### src/rtl/lphm_pkg.sv
package lphm_pkg;

    localparam int KEY_W   = 32;
    localparam int VAL_W   = 32;
    localparam int COUNT_W = 11;

    typedef enum logic [1:0] {
        FN_SEARCH = 2'd0,
        FN_INSERT = 2'd1,
        FN_REMOVE = 2'd2
    } func_t;

    typedef enum logic [2:0] {
        ST_HIT  = 3'd0,
        ST_MISS = 3'd1,
        ST_NEW  = 3'd2,
        ST_UPD  = 3'd3,
        ST_REM  = 3'd4,
        ST_FULL = 3'd5
    } status_t;

    typedef enum logic [1:0] {
        WR_CLR_PTR = 2'd0,
        WR_ENTRY   = 2'd1,
        WR_MOVE    = 2'd2
    } wr_mode_t;

    typedef enum logic [1:0] {
        N_HOLD = 2'd0,
        N_ZERO = 2'd1,
        N_ONE  = 2'd2,
        N_INC  = 2'd3
    } n_op_t;

    typedef enum logic [1:0] {
        P_HOLD = 2'd0,
        P_HOME = 2'd1,
        P_NEXT = 2'd2
    } ptr_op_t;

    typedef struct packed {
        logic     capture;
        logic     mod_start;
        logic     mod_sel_row;
        ptr_op_t  ptr_op;
        logic     gap_load;
        n_op_t    n_op;
        logic     rd_en;
        logic     wr_en;
        wr_mode_t wr_mode;
        logic     cnt_inc;
        logic     cnt_dec;
        logic     load_result;
        status_t  res_status;
    } lphm_cmd_t;

    typedef struct packed {
        func_t func;
        logic  mod_done;
        logic  row_used;
        logic  key_match;
        logic  stays;
        logic  ptr_last;
        logic  n_last;
    } lphm_sts_t;

endpackage

### src/rtl/lphm_ctrl.sv
module lphm_ctrl import lphm_pkg::*; (
    input  logic      clk,
    input  logic      rst_n,
    input  logic      in_valid,
    output logic      in_ready,
    output logic      out_valid,
    input  logic      out_ready,
    output lphm_cmd_t cmd,
    input  lphm_sts_t sts
);

    typedef enum logic [11:0] {
        S_CLEAR = 12'b0000_0000_0001,
        S_IDLE  = 12'b0000_0000_0010,
        S_HASH  = 12'b0000_0000_0100,
        S_HWAIT = 12'b0000_0000_1000,
        S_READ  = 12'b0000_0001_0000,
        S_CHECK = 12'b0000_0010_0000,
        S_DREAD = 12'b0000_0100_0000,
        S_DCHK  = 12'b0000_1000_0000,
        S_DHW   = 12'b0001_0000_0000,
        S_DMOVE = 12'b0010_0000_0000,
        S_DFREE = 12'b0100_0000_0000,
        S_DONE  = 12'b1000_0000_0000
    } state_t;

    state_t  state_reg, state_next;
    status_t st_reg, st_next;
    logic    out_valid_reg, out_valid_next;

    always_comb
    begin
        cmd            = '0;
        cmd.res_status = st_reg;
        state_next     = state_reg;
        st_next        = st_reg;
        in_ready       = 1'b0;

        unique case (state_reg)
            S_CLEAR:
            begin
                cmd.wr_en   = 1'b1;
                cmd.wr_mode = WR_CLR_PTR;
                cmd.ptr_op  = P_NEXT;
                if (sts.ptr_last)
                begin
                    state_next = S_IDLE;
                end
            end
            S_IDLE:
            begin
                in_ready = 1'b1;
                if (in_valid)
                begin
                    cmd.capture = 1'b1;
                    state_next  = S_HASH;
                end
            end
            S_HASH:
            begin
                case (sts.func) inside
                    FN_SEARCH, FN_INSERT, FN_REMOVE:
                    begin
                        cmd.mod_start = 1'b1;
                        state_next    = S_HWAIT;
                    end
                    default:
                    begin
                        st_next    = ST_MISS;
                        state_next = S_DONE;
                    end
                endcase
            end
            S_HWAIT:
            begin
                if (sts.mod_done)
                begin
                    cmd.ptr_op = P_HOME;
                    cmd.n_op   = N_ZERO;
                    state_next = S_READ;
                end
            end
            S_READ:
            begin
                cmd.rd_en  = 1'b1;
                state_next = S_CHECK;
            end
            S_CHECK:
            begin
                if (!sts.row_used)
                begin
                    if (sts.func == FN_INSERT)
                    begin
                        cmd.wr_en   = 1'b1;
                        cmd.wr_mode = WR_ENTRY;
                        cmd.cnt_inc = 1'b1;
                        st_next     = ST_NEW;
                    end
                    else
                    begin
                        st_next = ST_MISS;
                    end
                    state_next = S_DONE;
                end
                else if (sts.key_match)
                begin
                    case (sts.func)
                        FN_SEARCH:
                        begin
                            st_next    = ST_HIT;
                            state_next = S_DONE;
                        end
                        FN_INSERT:
                        begin
                            cmd.wr_en   = 1'b1;
                            cmd.wr_mode = WR_ENTRY;
                            st_next     = ST_UPD;
                            state_next  = S_DONE;
                        end
                        FN_REMOVE:
                        begin
                            // free the slot, then walk the chain behind it
                            cmd.wr_en    = 1'b1;
                            cmd.wr_mode  = WR_CLR_PTR;
                            cmd.gap_load = 1'b1;
                            cmd.ptr_op   = P_NEXT;
                            cmd.n_op     = N_ONE;
                            cmd.cnt_dec  = 1'b1;
                            st_next      = ST_REM;
                            state_next   = S_DREAD;
                        end
                        default:
                        begin
                            st_next    = ST_MISS;
                            state_next = S_DONE;
                        end
                    endcase
                end
                else if (sts.n_last)
                begin
                    st_next    = (sts.func == FN_INSERT) ? ST_FULL : ST_MISS;
                    state_next = S_DONE;
                end
                else
                begin
                    cmd.ptr_op = P_NEXT;
                    cmd.n_op   = N_INC;
                    state_next = S_READ;
                end
            end
            S_DREAD:
            begin
                cmd.rd_en  = 1'b1;
                state_next = S_DCHK;
            end
            S_DCHK:
            begin
                if (!sts.row_used)
                begin
                    state_next = S_DONE;
                end
                else
                begin
                    cmd.mod_start   = 1'b1;
                    cmd.mod_sel_row = 1'b1;
                    state_next      = S_DHW;
                end
            end
            S_DHW:
            begin
                if (sts.mod_done)
                begin
                    if (!sts.stays)
                    begin
                        state_next = S_DMOVE;
                    end
                    else if (sts.n_last)
                    begin
                        state_next = S_DONE;
                    end
                    else
                    begin
                        cmd.ptr_op = P_NEXT;
                        cmd.n_op   = N_INC;
                        state_next = S_DREAD;
                    end
                end
            end
            S_DMOVE:
            begin
                cmd.wr_en   = 1'b1;
                cmd.wr_mode = WR_MOVE;
                state_next  = S_DFREE;
            end
            S_DFREE:
            begin
                cmd.wr_en    = 1'b1;
                cmd.wr_mode  = WR_CLR_PTR;
                cmd.gap_load = 1'b1;
                if (sts.n_last)
                begin
                    state_next = S_DONE;
                end
                else
                begin
                    cmd.ptr_op = P_NEXT;
                    cmd.n_op   = N_INC;
                    state_next = S_DREAD;
                end
            end
            S_DONE:
            begin
                if (!out_valid_reg || out_ready)
                begin
                    cmd.load_result = 1'b1;
                    state_next      = S_IDLE;
                end
            end
            default:
            begin
                state_next = S_CLEAR;
            end
        endcase
    end

    always_comb
    begin
        if (cmd.load_result)
        begin
            out_valid_next = 1'b1;
        end
        else if (out_ready)
        begin
            out_valid_next = 1'b0;
        end
        else
        begin
            out_valid_next = out_valid_reg;
        end
    end

    always_ff @(posedge clk or negedge rst_n)
    begin
        if (!rst_n)
        begin
            state_reg     <= S_CLEAR;
            st_reg        <= ST_MISS;
            out_valid_reg <= 1'b0;
        end
        else
        begin
            state_reg     <= state_next;
            st_reg        <= st_next;
            out_valid_reg <= out_valid_next;
        end
    end

    assign out_valid = out_valid_reg;

endmodule

### config.mk
export PLATFORM = sky130hd
export DESIGN_NAME = lphm_ctrl
export DESIGN_NICKNAME = d
export VERILOG_FILES = /design/src/rtl/lphm_pkg.sv /design/src/rtl/lphm_ctrl.sv
export SDC_FILE = /design/constraint.sdc
export NUM_CORES = 1
export LEC_CHECK = 0
export BUFFER_PORTS_ARGS = -buffer_cell sky130_fd_sc_hd__buf_2
export CORE_MARGIN = 2
export CORE_UTILIZATION = 57
export DETAILED_ROUTE_END_ITERATION = 16
export PLACE_DENSITY = 0.83
export SLEW_MARGIN = 20
export SYNTH_ARGS = -nofsm -noshare
export SYNTH_HDL_FRONTEND = slang
export SYNTH_SLANG_ARGS = --single-unit
### constraint.sdc
create_clock -name clk -period 3.8 [get_ports clk]
set_input_delay 0.57 -clock clk [delete_from_list [all_inputs] [get_ports clk]]
set_output_delay 0.57 -clock clk [all_outputs]
set_load 0.01 [all_outputs]
==> impl_metrics.tcl <==
set metrics [dict create \
    worst_pin_slew_ns 0.503 \
    vias_per_cell 6.07 \
    leakagePower_uw 0.000707 \
    syn_nets 169 \
    drt-initial-drc-count 30 \
    grt_pass1_vias 1177 \
    cts.hold.buffers_added 0 \
    clock_skew_ns 0.00607 \
    synth_top_cell_by_area "dfrtp_1" \
    die_w_um 51.5 \
    hold_viol 0 \
    gp_congestion 0.943 \
    synth_cell_types 47 \
    multiInputGateArea_sq_um 788 \
    dp_hpwl_um 2420 \
    ys_seq_area_share_pct 31.4 \
    clock_tree.buffer_depth 2 \
    synth_edf_count 0 \
    finalSetupTns_ns 0 \
    regArea_sq_um 403 \
    synth-adder-area-share_pct 2.92 \
    ys_top_cells_by_area "dfrtp_1 (27%), dfstp_2 (4.1%), nor3_1 (3.9%)" \
    antennaDiodeCount 0 \
    post_drt_wl_per_cell_um 15.5 \
    switchingPower_uw 274 \
    synthMuxAreaShare_pct 1.66 \
    initial_core_util_pct 59.2 \
    outcome "finished clean" \
    totalWireLength_um 3180 \
    synth-compound-area-share_pct 13.4 \
    antenna_found_initial 0 \
    yosysWarnings 0 \
    finish.net_count 193 \
    cts_max_level 1 \
    ys_ff_latch 16 \
    max_cap_violations 0 \
    cts_tree "yes" \
    seqPwrFrac_pct 38.8 \
    fill_cells 209 \
    cp.required_ns 3.23 \
    vias 1244 \
    crit_path_start_kind "flop" \
    min_path_type "input port to asynchronous set/reset pin" \
    placed_cell_area_sq_mm 0.00142 \
    postSynthCellCount 154 \
    final_area_sq_mm 0.00144 \
    synthXorXnorAreaFrac_pct 3.41 \
    p_int_uw 384 \
    grt-ovfl-total 0 \
    track_usage_pct 26.5 \
    synth_top_family_by_area "simple AND/OR/NAND/NOR gates" \
    finalCritPeriodShare_pct 76.2 \
    end_kind "primary output" \
    cts_made_buffers 3 \
    avgSynthCellArea_sq_um 8.34 \
    synth_area_sq_mm 0.00128 \
    fp-row-count 17 \
    ant_nets 0 \
    async_flop_share_pct 100 \
    fmax_mhz 345 \
    rsz0062_at_grt "false" \
    cp_slowest_stage_delay_ns 0.51 \
    timing.final.max_slew_violations 0 \
    grt_pass1_wl_um 5290 \
    cp_cell_sequence "nor4_2 -> nand4_2 -> or3_1 -> o21ai_0 -> buf_2" \
    yosys.area.top_type_share_pct 27.3 \
    core_area_sq_mm 0.00217 \
    min_period_ns 2.89 \
    synth_ff_type "dfrtp_1" \
    drc 0 \
    path_clk_slew_ns 0.10 \
    power-per-cell-area_mw_per_mm2 457 \
    ios 32 \
    grt_max_degree 17 \
    clkPwrFrac_pct 14.7 \
    final_common_cell "buf_2" \
    dr.pass1.iters 4 \
    setup_viol 0 \
    ctsResizeCount 0 \
    area.growth.synth_to_final_pct 12.3 \
    numPortBuffers 31 \
    arrival_ns 2.32 \
    cp_slowest_cell "dfrtp_1" \
    yosys.area_share.simple_pct 40.1 \
    peakVddDrop_uv 252 \
    crit_type "flop to primary output" \
    relSlewSlack_pct 66.1 \
    clock_sinks 16 \
    die-area_sq_mm 0.00265 \
    final_cell_mix "buf_2 (31), dfrtp_1 (14), nor2_1 (13)" \
    die_h_um 51.5 \
    cts_setup_buffers 0 \
    drive_gt1_share_pct 24.9 \
    switching_share_pct 41.6 \
    cts_root_buf "clkbuf_4" \
    largest_reg_flops 12 \
    clkLatencyLatePin_ns 0.29 \
    path_max_fanout 10 \
    combPwrFrac_pct 46.5 \
]
==> metal layers <==
metal	global-route usage [%]	up-vias	wire (um)
li1	-	608	-
met1	35.4	593	1490
met2	43.6	39	1500
met3	3.51	4	162
met4	9.65	0	31
met5	0	-	0
==> cell usage after synthesis, types with 2 or more instances <==
| library cell | n |
|---|---|
| nand4_1 | 4 |
| nand2b_1 | 7 |
| nor3_1 | 10 |
| o21ai_0 | 6 |
| nand3_1 | 6 |
| o21a_1 | 2 |
| nor4b_1 | 2 |
| or3_1 | 2 |
| and4_1 | 2 |
| dfstp_2 | 2 |
| nor3b_1 | 2 |
| nor4_2 | 3 |
| clkbuf_1 | 8 |
| buf_2 | 2 |
| o22ai_1 | 3 |
| xor2_1 | 2 |
| ha_1 | 3 |
| inv_1 | 9 |
| dfrtp_1 | 14 |
| a31oi_1 | 2 |
| nor2b_1 | 3 |
| nor4_1 | 3 |
| a21o_1 | 2 |
| and4b_1 | 4 |
| and2_1 | 3 |
| nor2_1 | 13 |
| xnor2_1 | 3 |
| nand2_1 | 11 |
| o31ai_1 | 3 |
==> kinds of logic (layout without fill, tap and decap cells) <==
logic type      Yosys count  in the layout
mux                       2              2
simple gates             82             82
buf+inv                  21             44
xor+xnor                  5              5
fa+ha+maj                 3              3
flops                    16             16
compound gates           25             25
==> path summary, 6_finish.rpt <==
path | cells after the start | start | end | slack, ns
max | 5 | state_reg[1]$_DFFE_PN0P_ | cmd[12] | 0.91
min | 1 | rst_n | state_reg[2]$_DFFE_PN0P_ | 0.18
max reg2reg | 4 | state_reg[1]$_DFFE_PN0P_ | st_reg[2]$_DFFE_PN0P_ | 1.61
min reg2reg | 1 | st_reg[2]$_DFFE_PN0P_ | st_reg[2]$_DFFE_PN0P_ | 0.51
max in group asynchronous | 1 | rst_n | state_reg[0]$_DFFE_PN1P_ | 3.31
min in group clk | 2 | sts[2] | state_reg[9]$_DFFE_PN0P_ | 0.45
==> worst max-delay path: cells and delay by family, from the launching register on <==
kind                   cells  cell delay [ns]
AND/OR/NAND/NOR            3             1.27
flip-flops                 1             0.51
buffers and inverters      1             0.15
AO/OA/AOI/OAI              1             0.09
==> area by class of cell <==
class	instances	area share, %
Clock buffer	4	1.82
Inverter	9	2.34
Sequential cell	16	28.0
Tap cell	28	2.43
Timing Repair Buffer	31	10.8
Multi-Input combinational cell	117	54.7
==> stage by stage <==
| step | utilization [%] | worst slack, ns | hold slack, ns | total power [uW] | std cells |
|---|---|---|---|---|---|
| CTS | 66.4 | 0.921 | 0.196 | 655 | 205 |
| detailed placement | 65.2 | 1.27 | 0.483 | 559 | 201 |
| global placement | 65.2 | 1.32 | 0.467 | 555 | 201 |
| global route | 66.4 | 0.704 | 0.189 | 708 | 205 |
| finish | 66.4 | 0.905 | 0.176 | 658 | 205 |
| floorplan | - | 1.46 | 0.274 | 467 | 154 |
==> power by group through the flow <==
stage | Combinational (uW) | Clock, uW | Sequential (uW)
final | 306 | 96.7 | 255
after global routing | 341 | 106 | 261
after CTS | 305 | 96.6 | 253
after detailed placement | 303 | 0 | 256
after global placement | 303 | 0 | 253
after floorplan | 245 | 0 | 222
Note: power is estimated with default switching activity, not from simulation.
